File: src/design/lpd_pkg.sv
// Shared types, widths and mode codes for the Lp distance block.
package lpd_pkg;

    localparam int ELEM_BITS   = 16;
    localparam int FRAC        = 8;
    localparam int SUM_W       = 48;
    localparam int TERM_W      = 2 * ELEM_BITS + FRAC;
    localparam int MUL_W       = 28;
    localparam int PROD_W      = 2 * MUL_W;
    localparam int SQ_IN_W     = 56;
    localparam int SQ_ROOT_W   = SQ_IN_W / 2;
    localparam int GROUP_SIZE_DEF = 8;

    localparam logic [SUM_W-1:0] SUM_MAX = {SUM_W{1'b1}};

    typedef enum logic [1:0] {
        MODE_L1  = 2'd0,
        MODE_L2  = 2'd1,
        MODE_L05 = 2'd2
    } norm_t;

    typedef struct packed {
        logic signed [ELEM_BITS-1:0] elem_a;
        logic signed [ELEM_BITS-1:0] elem_b;
        logic        [SUM_W-1:0]     abandon_limit;
        logic                        vec_last;
    } item_t;

    typedef struct packed {
        logic [SUM_W-1:0] distance;
        logic             abandoned;
    } result_t;

    // One classified word as it waits between the front and the back.
    typedef struct packed {
        logic [ELEM_BITS-1:0] diff;
        logic [SUM_W-1:0]     limit;
        logic                 last;
        norm_t                mode;
    } entry_t;

endpackage

File: src/design/lpd_front.sv
// Front end: accepts words, forms |a-b| and the mode, and queues them for the back end.
module lpd_front
    import lpd_pkg::*;
(
    input  logic       clk,
    input  logic       rst_n,
    input  logic       item_valid,
    output logic       item_ready,
    input  item_t      item,
    input  logic [1:0] norm_mode,
    output logic       q_valid,
    output entry_t     q_entry,
    input  logic       q_pop
);

    entry_t     mem_reg [2];
    logic       wr_ptr_reg;
    logic       rd_ptr_reg;
    logic [1:0] count_reg;
    logic [1:0] count_next;
    logic       push;
    entry_t     new_entry;
    logic signed [ELEM_BITS:0] diff_s;

    assign item_ready = (count_reg != 2'd2);
    assign push       = item_valid && item_ready;
    assign q_valid    = (count_reg != 2'd0);
    assign q_entry    = mem_reg[rd_ptr_reg];

    always_comb
    begin
        diff_s = (ELEM_BITS+1)'(item.elem_a) - (ELEM_BITS+1)'(item.elem_b);
        new_entry.diff  = diff_s[ELEM_BITS] ? ELEM_BITS'(-diff_s) : ELEM_BITS'(diff_s);
        new_entry.limit = item.abandon_limit;
        new_entry.last  = item.vec_last;
        case (norm_mode)
            MODE_L2:  new_entry.mode = MODE_L2;
            MODE_L05: new_entry.mode = MODE_L05;
            default:  new_entry.mode = MODE_L1;
        endcase
        count_next = count_reg + 2'(push) - 2'(q_pop && q_valid);
    end

    always_ff @(posedge clk)
    begin
        if (push)
        begin
            mem_reg[wr_ptr_reg] <= new_entry;
        end
    end

    always_ff @(posedge clk or negedge rst_n)
    begin
        if (!rst_n)
        begin
            wr_ptr_reg <= 1'b0;
            rd_ptr_reg <= 1'b0;
            count_reg  <= 2'd0;
        end
        else
        begin
            if (push)
            begin
                wr_ptr_reg <= ~wr_ptr_reg;
            end
            if (q_pop && q_valid)
            begin
                rd_ptr_reg <= ~rd_ptr_reg;
            end
            count_reg <= count_next;
        end
    end

endmodule

File: src/design/lpd_sqrt.sv
// Iterative integer square root, two operand bits per cycle.
module lpd_sqrt
    import lpd_pkg::*;
(
    input  logic                 clk,
    input  logic                 rst_n,
    input  logic                 start,
    input  logic [SQ_IN_W-1:0]   operand,
    output logic                 done,
    output logic [SQ_ROOT_W-1:0] root
);

    localparam int RW    = SQ_ROOT_W + 3;
    localparam int CNT_W = $clog2(SQ_ROOT_W);

    logic [SQ_IN_W-1:0]   op_reg;
    logic [RW-1:0]        rem_reg;
    logic [SQ_ROOT_W-1:0] root_reg;
    logic [CNT_W-1:0]     cnt_reg;
    logic                 busy_reg;
    logic                 done_reg;
    logic [RW-1:0]        rem_sh;
    logic [RW-1:0]        trial;

    assign done = done_reg;
    assign root = root_reg;

    always_comb
    begin
        rem_sh = {rem_reg[RW-3:0], op_reg[SQ_IN_W-1 -: 2]};
        trial  = RW'({root_reg, 2'b01});
    end

    always_ff @(posedge clk)
    begin
        if (start)
        begin
            op_reg   <= operand;
            rem_reg  <= '0;
            root_reg <= '0;
        end
        else if (busy_reg)
        begin
            op_reg <= op_reg << 2;
            if (rem_sh >= trial)
            begin
                rem_reg  <= rem_sh - trial;
                root_reg <= {root_reg[SQ_ROOT_W-2:0], 1'b1};
            end
            else
            begin
                rem_reg  <= rem_sh;
                root_reg <= {root_reg[SQ_ROOT_W-2:0], 1'b0};
            end
        end
    end

    always_ff @(posedge clk or negedge rst_n)
    begin
        if (!rst_n)
        begin
            busy_reg <= 1'b0;
            done_reg <= 1'b0;
            cnt_reg  <= '0;
        end
        else
        begin
            done_reg <= 1'b0;
            if (start)
            begin
                busy_reg <= 1'b1;
                cnt_reg  <= '0;
            end
            else if (busy_reg)
            begin
                cnt_reg <= cnt_reg + 1'b1;
                if (cnt_reg == CNT_W'(SQ_ROOT_W - 1))
                begin
                    busy_reg <= 1'b0;
                    done_reg <= 1'b1;
                end
            end
        end
    end

endmodule

File: src/design/lpd_back.sv
// Back end: limit conversion, per-element term, accumulation, group checks and final value.
module lpd_back
    import lpd_pkg::*;
#(
    parameter int GROUP_SIZE = GROUP_SIZE_DEF
)
(
    input  logic    clk,
    input  logic    rst_n,
    input  logic    q_valid,
    input  entry_t  q_entry,
    output logic    q_pop,
    output logic    result_valid,
    input  logic    result_ready,
    output result_t result
);

    localparam int GCW   = $clog2(GROUP_SIZE + 1);
    localparam int ACC_W = ((TERM_W > SUM_W) ? TERM_W : SUM_W) + 1;
    localparam logic [SUM_W-1:0] SQ_LIMIT = SUM_W'(1) << MUL_W;

    typedef enum logic [3:0] {
        ST_IDLE, ST_LIMIT, ST_LIM_MUL, ST_LIM_PROD, ST_LIM_SQRT,
        ST_TERM, ST_TERM_MUL, ST_TERM_PROD, ST_TERM_SQRT, ST_ACC,
        ST_FIN, ST_FIN_MUL, ST_FIN_PROD, ST_FIN_SQRT, ST_OUT
    } state_t;

    state_t               state_reg;
    entry_t               entry_reg;
    logic [SUM_W-1:0]     sum_reg;
    logic [SUM_W-1:0]     limit_reg;
    logic [TERM_W-1:0]    term_reg;
    logic [SUM_W-1:0]     res_reg;
    logic [GCW-1:0]       gcnt_reg;
    logic                 abandon_reg;
    logic                 start_reg;
    logic                 pop_reg;
    logic [MUL_W-1:0]     mul_op_reg;
    logic [PROD_W-1:0]    prod_reg;
    logic                 sq_start_reg;
    logic [SQ_IN_W-1:0]   sq_op_reg;
    logic                 sq_done;
    logic [SQ_ROOT_W-1:0] sq_root;
    logic                 result_valid_reg;
    result_t              result_reg;

    logic [ACC_W-1:0]     sum_wide;
    logic [SUM_W-1:0]     sum_sat;
    logic [GCW-1:0]       gcnt_inc;

    assign q_pop        = pop_reg;
    assign result_valid = result_valid_reg;
    assign result       = result_reg;

    lpd_sqrt u_sqrt (
        .clk     (clk),
        .rst_n   (rst_n),
        .start   (sq_start_reg),
        .operand (sq_op_reg),
        .done    (sq_done),
        .root    (sq_root)
    );

    always_comb
    begin
        sum_wide = ACC_W'(sum_reg) + ACC_W'(term_reg);
        sum_sat  = (sum_wide > ACC_W'(SUM_MAX)) ? SUM_MAX : sum_wide[SUM_W-1:0];
        gcnt_inc = gcnt_reg + 1'b1;
    end

    // Single shared squarer; mul_op_reg is squared into the registered prod_reg.
    always_ff @(posedge clk)
    begin
        prod_reg <= PROD_W'(mul_op_reg) * PROD_W'(mul_op_reg);
    end

    always_ff @(posedge clk or negedge rst_n)
    begin
        if (!rst_n)
        begin
            state_reg        <= ST_IDLE;
            entry_reg        <= '0;
            sum_reg          <= '0;
            limit_reg        <= '0;
            term_reg         <= '0;
            res_reg          <= '0;
            gcnt_reg         <= '0;
            abandon_reg      <= 1'b0;
            start_reg        <= 1'b1;
            pop_reg          <= 1'b0;
            mul_op_reg       <= '0;
            sq_start_reg     <= 1'b0;
            sq_op_reg        <= '0;
            result_valid_reg <= 1'b0;
            result_reg       <= '0;
        end
        else
        begin
            pop_reg      <= 1'b0;
            sq_start_reg <= 1'b0;
            if (result_valid_reg && result_ready)
            begin
                result_valid_reg <= 1'b0;
            end
            case (state_reg)
                ST_IDLE:
                begin
                    if (q_valid)
                    begin
                        entry_reg <= q_entry;
                        pop_reg   <= 1'b1;
                        state_reg <= ST_LIMIT;
                    end
                end
                ST_LIMIT:
                begin
                    state_reg <= ST_TERM;
                    if (start_reg)
                    begin
                        start_reg <= 1'b0;
                        case (entry_reg.mode)
                            MODE_L2:
                            begin
                                if (entry_reg.limit >= SQ_LIMIT)
                                begin
                                    limit_reg <= SUM_MAX;
                                end
                                else
                                begin
                                    mul_op_reg <= entry_reg.limit[MUL_W-1:0];
                                    state_reg  <= ST_LIM_MUL;
                                end
                            end
                            MODE_L05:
                            begin
                                sq_op_reg    <= SQ_IN_W'(entry_reg.limit) << FRAC;
                                sq_start_reg <= 1'b1;
                                state_reg    <= ST_LIM_SQRT;
                            end
                            default:
                            begin
                                limit_reg <= entry_reg.limit;
                            end
                        endcase
                    end
                end
                ST_LIM_MUL:
                begin
                    state_reg <= ST_LIM_PROD;
                end
                ST_LIM_PROD:
                begin
                    limit_reg <= SUM_W'(prod_reg >> FRAC);
                    state_reg <= ST_TERM;
                end
                ST_LIM_SQRT:
                begin
                    if (sq_done)
                    begin
                        limit_reg <= SUM_W'(sq_root);
                        state_reg <= ST_TERM;
                    end
                end
                ST_TERM:
                begin
                    if (abandon_reg)
                    begin
                        // A frozen sum takes no more terms and no more checks.
                        state_reg <= entry_reg.last ? ST_FIN : ST_IDLE;
                    end
                    else
                    begin
                        case (entry_reg.mode)
                            MODE_L2:
                            begin
                                mul_op_reg <= MUL_W'(entry_reg.diff);
                                state_reg  <= ST_TERM_MUL;
                            end
                            MODE_L05:
                            begin
                                sq_op_reg    <= SQ_IN_W'(entry_reg.diff) << (2 * FRAC);
                                sq_start_reg <= 1'b1;
                                state_reg    <= ST_TERM_SQRT;
                            end
                            default:
                            begin
                                term_reg  <= TERM_W'(entry_reg.diff) << FRAC;
                                state_reg <= ST_ACC;
                            end
                        endcase
                    end
                end
                ST_TERM_MUL:
                begin
                    state_reg <= ST_TERM_PROD;
                end
                ST_TERM_PROD:
                begin
                    term_reg  <= TERM_W'(prod_reg) << FRAC;
                    state_reg <= ST_ACC;
                end
                ST_TERM_SQRT:
                begin
                    if (sq_done)
                    begin
                        term_reg  <= TERM_W'(sq_root);
                        state_reg <= ST_ACC;
                    end
                end
                ST_ACC:
                begin
                    sum_reg <= sum_sat;
                    if (gcnt_inc >= GCW'(GROUP_SIZE))
                    begin
                        gcnt_reg <= '0;
                        if (!entry_reg.last && (sum_sat > limit_reg))
                        begin
                            abandon_reg <= 1'b1;
                        end
                    end
                    else
                    begin
                        gcnt_reg <= gcnt_inc;
                    end
                    state_reg <= entry_reg.last ? ST_FIN : ST_IDLE;
                end
                ST_FIN:
                begin
                    case (entry_reg.mode)
                        MODE_L2:
                        begin
                            sq_op_reg    <= SQ_IN_W'(sum_reg) << FRAC;
                            sq_start_reg <= 1'b1;
                            state_reg    <= ST_FIN_SQRT;
                        end
                        MODE_L05:
                        begin
                            if (sum_reg >= SQ_LIMIT)
                            begin
                                res_reg   <= SUM_MAX;
                                state_reg <= ST_OUT;
                            end
                            else
                            begin
                                mul_op_reg <= sum_reg[MUL_W-1:0];
                                state_reg  <= ST_FIN_MUL;
                            end
                        end
                        default:
                        begin
                            res_reg   <= sum_reg;
                            state_reg <= ST_OUT;
                        end
                    endcase
                end
                ST_FIN_MUL:
                begin
                    state_reg <= ST_FIN_PROD;
                end
                ST_FIN_PROD:
                begin
                    res_reg   <= SUM_W'(prod_reg >> FRAC);
                    state_reg <= ST_OUT;
                end
                ST_FIN_SQRT:
                begin
                    if (sq_done)
                    begin
                        res_reg   <= SUM_W'(sq_root);
                        state_reg <= ST_OUT;
                    end
                end
                ST_OUT:
                begin
                    if (!result_valid_reg || result_ready)
                    begin
                        result_reg.distance  <= res_reg;
                        result_reg.abandoned <= abandon_reg;
                        result_valid_reg     <= 1'b1;
                        sum_reg              <= '0;
                        gcnt_reg             <= '0;
                        abandon_reg          <= 1'b0;
                        start_reg            <= 1'b1;
                        state_reg            <= ST_IDLE;
                    end
                end
                default:
                begin
                    state_reg <= ST_IDLE;
                end
            endcase
        end
    end

endmodule

File: src/design/lp_distance_early_abandon.sv
// Usage: the item channel takes one element pair per word (elem_a, elem_b, abandon_limit,
// vec_last) under valid/ready; abandon_limit is sampled only on a vector's first word.
// The result channel gives one word (distance, abandoned) for each word marked vec_last.
// The norm is chosen by the norm_mode register, written through cfg_wen/cfg_wdata while
// the block is idle; code 3 acts as L1.
// Structure: a two-entry queue sits between the front end and a sequential back end that
// handles one word at a time. An L1 word passes through the term and accumulate states,
// an L2 word also through the shared squarer, and an L0.5 word waits on the square-root
// unit (load, one iteration per root bit, done). The first word of a vector adds the
// limit conversion (squarer for L2, square root for L0.5), the last word the final
// transform (square root for L2, squarer for L0.5, none for L1) and the output load.
// Reset clears the queue, the running sum and the flags, and sets norm_mode to L2.
// A stalled receiver holds the result register; the back end stalls only when a second
// result is ready, and the front keeps taking words until the queue is full.
module lp_distance_early_abandon
    import lpd_pkg::*;
#(
    parameter int GROUP_SIZE = GROUP_SIZE_DEF
)
(
    input  logic       clk,
    input  logic       rst_n,
    input  logic       cfg_wen,
    input  logic [1:0] cfg_wdata,
    input  logic       item_valid,
    output logic       item_ready,
    input  item_t      item,
    output logic       result_valid,
    input  logic       result_ready,
    output result_t    result
);

    logic [1:0] norm_mode_reg;
    logic       q_valid;
    logic       q_pop;
    entry_t     q_entry;

    always_ff @(posedge clk or negedge rst_n)
    begin
        if (!rst_n)
        begin
            norm_mode_reg <= MODE_L2;
        end
        else if (cfg_wen)
        begin
            norm_mode_reg <= cfg_wdata;
        end
    end

    lpd_front u_front (
        .clk        (clk),
        .rst_n      (rst_n),
        .item_valid (item_valid),
        .item_ready (item_ready),
        .item       (item),
        .norm_mode  (norm_mode_reg),
        .q_valid    (q_valid),
        .q_entry    (q_entry),
        .q_pop      (q_pop)
    );

    lpd_back #(
        .GROUP_SIZE (GROUP_SIZE)
    ) u_back (
        .clk          (clk),
        .rst_n        (rst_n),
        .q_valid      (q_valid),
        .q_entry      (q_entry),
        .q_pop        (q_pop),
        .result_valid (result_valid),
        .result_ready (result_ready),
        .result       (result)
    );

endmodule

File: config.mk
export PLATFORM = sky130hd
export DESIGN_NAME = lp_distance_early_abandon
export DESIGN_NICKNAME = d
export VERILOG_FILES = /design/src/design/lpd_pkg.sv /design/src/design/lpd_front.sv /design/src/design/lpd_sqrt.sv /design/src/design/lpd_back.sv /design/src/design/lp_distance_early_abandon.sv
export SDC_FILE = /design/constraint.sdc
export NUM_CORES = 2
export LEC_CHECK = 0
export BUFFER_PORTS_ARGS = -buffer_cell sky130_fd_sc_hd__buf_2
export CAP_MARGIN = 20
export CORE_MARGIN = 1.5
export CORE_UTILIZATION = 50
export CTS_BUF_LIST = sky130_fd_sc_hd__clkbuf_2
export DETAILED_ROUTE_END_ITERATION = 7
export HOLD_SLACK_MARGIN = 0.05
export PLACE_DENSITY_LB_ADDON = 0.15
export SYNTH_ARGS = -nofsm -noshare
export SYNTH_HDL_FRONTEND = slang
export SYNTH_SLANG_ARGS = --single-unit
File: constraint.sdc
create_clock -name clk -period 6.15 [get_ports clk]
set_input_delay 0.3075 -clock clk [delete_from_list [all_inputs] [get_ports clk]]
set_output_delay 0.3075 -clock clk [all_outputs]
set_load 0.02 [all_outputs]
==> summary.txt <==
Route
  • Via-per-instance ratio: 5.61
  • DRC: 0
  • Routed len/inst: 22.7 um
  • Vias: 45960
  • Drt pass-1 iters: 6
  • Initial drt markers: 4155
  • Post-DRT Antenna Nets: 0
  • Routed wire length: 186000 um

Run status
  • Violated checks: setup timing
  • Status: finished with violations

Placed design
  • Dpl cell area: 61400 um^2
  • PortBufs: 138
  • Dpl ws: -1.15 ns
  • Post-detail-place hpwl: 136000 um
  • Final GP Congestion: 1.02

Timing
  • # setup viols final: 32
  • Setup WS post-layout: -0.648 ns
  • Crit path time final: 6.80 ns
  • RSZ-0062 raised after global routing: yes
  • Fin. Hold Viols: 0
  • Final Skew: 0.155 ns
  • Period utilization: 1.11
  • Fmax: 147 MHz
  • Slew HR: 0.225
  • Fin. max-slew vios: 0
  • Worst slew pin tran: 1.16 ns

GRT
  • Antenna violations before repair: 7
  • Vias in the first global route: 46955
  • Global-route wire length before repair: 282000 um
  • All-Layer GR Usage: 0.332
  • Grt ovf: 0
  • Largest net degree at the start of global routing: 118

Min path
  • Worst hold start: result_ready
  • Worst min path class: input pin to flip-flop
  • End of the worst hold path: u_back.result_valid
  • Worst hold stages: 5

Final layout
  • Nets: 7584
  • Number of flip-flops in the largest register: 134
  • Fillers: 9430
  • Area of the multi-input gates: 35100 um^2
  • Layout area overhead: 21.2%
  • Final instance area: 67400 um^2
  • FF/Latch Area: 17800 um^2
  • Layout cells sized above 1: 0.203

Floorplan
  • Die Wd: 337 um
  • # rows: 122
  • Area of the core: 111000 um^2
  • Die Height: 337 um
  • IO Count: 139
  • Initial Util: 0.503
  • Die area: 113000 um^2

Yosys
  • Syn nets: 6789
  • Post-Syn Area: 55600 um^2
  • Syn_area_per_cell: 9.68 um^2
  • Most used DFF post-synth: dfrtp_1
  • Ys Warns: 0
  • Asr flop ratio synth: 0.578
  • Yosys cell types: 99
  • Register area share after synthesis: 0.319
  • Syn Inst Count: 5746
  • Register bit total from synthesis: 696
  • Number of synthesized flops with an enable pin: 182

Worst setup path
  • Kind of critical path: flip-flop to flip-flop
  • CP most frequent cell: fa_1
  • Worst-path maximum fanout: 6
  • Worst R2R End: u_back.prod_reg[48]
  • CP endpoint kind: flip-flop
  • R2R Setup Slk: -0.65 ns
  • CP Data Required Time: 7.51 ns
  • Worst Setup SP: u_back.mul_op_reg[7]
  • Reg2reg start: u_back.mul_op_reg[7]
  • Critical path arrival: 8.16 ns
  • CP max stage cell: fa_2
  • Nature of the critical path startpoint: flip-flop
  • Worst path cell trace: buf_12, buf_12, nand2_2, inv_1, fa_1, inv_1, fa_1, inv_1, fa_1, fa_2, fa_1, fa_1, fa_2, ha_4, buf_4, nand2_1, o21bai_4, a311oi_4, nand2_1, o211ai_1, nand2_2, a21oi_4, o21ai_1, xnor2_1
  • Max stage delay on crit path: 0.64 ns
  • Register-to-Register Path Depth: 24

Clock network
  • Total CTS buffers: 177
  • Bufs on Longest Clock Path: 3
  • Root buffer cell: clkbuf_2
  • CTS H-tree lvls: 4
  • Clock-pin slew on the worst setup and hold paths: 0.11 ns
  • CTS sink cnt: 696
  • Clk_lat worst skew: 1.58 ns
  • CTS tree: yes

Job
  • Maxcap violations: 0

Power
  • Sequential Power Share: 0.549
  • P_leak: 33.5 nW
  • Peak supply drop: 0.156 mV
  • PwrDens: 128 nW/um^2
  • Pint: 6.26 mW
  • Sw frac: 0.275
  • Clock share of power: 0.395
  • Switching pwr: 2.37 mW
  • Comb pwr share: 0.055
power by group through the flow:
stage	clock network, mW	logic (mW)	registers (mW)
after detailed placement	0	0.256	4.84
after CTS	3.46	0.433	4.75
final	3.41	0.478	4.75
after global placement	0	0.249	4.84
after floorplan	0	0.126	4.84
after global routing	3.72	0.509	4.75
placed cells by master, fill, tap and decap left out, drive strengths merged, types with 13 or more instances in the layout:
cell	Yosys	layout
o21bai	18	18
o31ai	14	14
buf	42	660
mux2i	115	115
nor3	50	50
o211ai	13	13
o2bb2ai	37	37
ha	352	352
fa	603	603
dfrtp	400	400
nor2	510	510
dlygate4sd3	0	248
a211oi	56	56
a31oi	88	88
nand2	661	661
and2	181	181
a221oi	29	29
dfxtp	112	112
inv	803	807
edfxtp	182	182
clkbuf	253	288
nor2b	32	32
xor2	54	54
o21ai	178	178
o21a	27	27
xnor2	92	92
clkinv	3	40
nand3	65	65
nand2b	24	24
and3	28	28
nand4	45	45
a21oi	285	285
a21o	85	85
a22oi	57	57
nor4	18	18
mux2	50	50
a41oi	51	51
metal layers:
metal  vias up  track usage  wire length (um)
li1      20710            -                 -
met1     22883        0.453             76900
met2      1984        0.516             83900
met3       383       0.0667             16100
met4         0        0.143              8780
met5         -            0                 0
worst max path at each step:
| stage | end | slack, ns | depth (start not counted) |
|---|---|---|---|
| finish | u_back.prod_reg[48] | -0.65 | 24 |
| global route | u_back.prod_reg[50] | -0.80 | 23 |
| CTS | u_back.prod_reg[55] | -0.52 | 26 |
| detailed placement | u_back.prod_reg[55] | -1.15 | 24 |
| global placement | u_back.prod_reg[55] | -1.17 | 24 |
| floorplan | u_back.prod_reg[53] | 0.00009 | 24 |
Yosys cell counts, types with 50 or more instances:
| master | instances | area (um^2) |
|---|---|---|
| nand2_1 | 661 | 2480 |
| nand3_1 | 65 | 325 |
| mux2i_1 | 115 | 1150 |
| dfrtp_1 | 400 | 10000 |
| a21o_1 | 82 | 616 |
| nor3_1 | 50 | 250 |
| a22oi_1 | 57 | 428 |
| clkbuf_1 | 252 | 946 |
| o21ai_0 | 157 | 786 |
| edfxtp_1 | 182 | 5470 |
| a41oi_1 | 51 | 447 |
| dfxtp_1 | 112 | 2240 |
| xnor2_1 | 92 | 806 |
| a21oi_1 | 279 | 1400 |
| and2_1 | 180 | 1130 |
| xor2_1 | 54 | 473 |
| fa_1 | 603 | 12100 |
| mux2_2 | 50 | 563 |
| a211oi_1 | 54 | 405 |
| nor2_1 | 510 | 1910 |
| ha_1 | 352 | 4400 |
| a31oi_1 | 88 | 551 |
| inv_1 | 802 | 3010 |
worst max-delay path: cells and delay by family (launching register included):
family,cells,cell delay [ns]
buffers and inverters,6,0.60
AO/OA/AOI/OAI,5,1.12
AND/OR/NAND/NOR,4,0.51
adder cells (fa/ha/maj),8,3.69
XOR/XNOR,1,0.12
flip-flops,1,0.50
per-stage QoR:
stage | power, mW | hold slack [ns] | util | cells | setup TNS [ns]
final | 8.64 | 0.305 | 0.610 | 8187 | -13.95
after detailed placement | 5.10 | 0.389 | 0.555 | 7538 | -20.73
after CTS | 8.64 | 0.0996 | 0.601 | 8138 | -11.16
after global routing | 8.98 | 0.183 | 0.610 | 8187 | -20.51
after floorplan | 4.97 | 0.0119 | - | 5746 | 0
after global placement | 5.09 | 0.390 | 0.555 | 7538 | -19.80
layout make-up:
cell class | instances | share of cell area
Multi-Input combinational cell | 3949 | 0.521
Timing Repair Buffer | 911 | 0.117
Antenna cell | 9 | 0.000334
Tap cell | 1488 | 0.0276
Inverter | 806 | 0.0452
Clock buffer | 285 | 0.0212
Sequential cell | 696 | 0.264
Clock inverter | 43 | 0.00440
cell families (layout without fill, tap and decap cells):
| kind of cell | count (synthesis) | after routing | share of synthesized area |
|---|---|---|---|
| AND/OR/NAND/NOR | 1661 | 1661 | 0.133 |
| buffers and inverters | 1101 | 2045 | 0.0751 |
| AO/OA/AOI/OAI | 1021 | 1021 | 0.122 |
| adder cells (fa/ha/maj) | 955 | 955 | 0.296 |
| flip-flops | 696 | 696 | 0.319 |
| multiplexers | 165 | 165 | 0.0308 |
| XOR/XNOR | 147 | 147 | 0.0234 |
| other | 0 | 9 | 0 |
what timing repair did:
action,in CTS,in global routing
hold buffers,249,0
hold endpoints to repair,765,0
setup buffers,23,39
resized for setup,157,152
setup endpoints to repair,37,43
pin swaps,110,106
gates cloned,2,4
(Power assumes the default switching activity.)
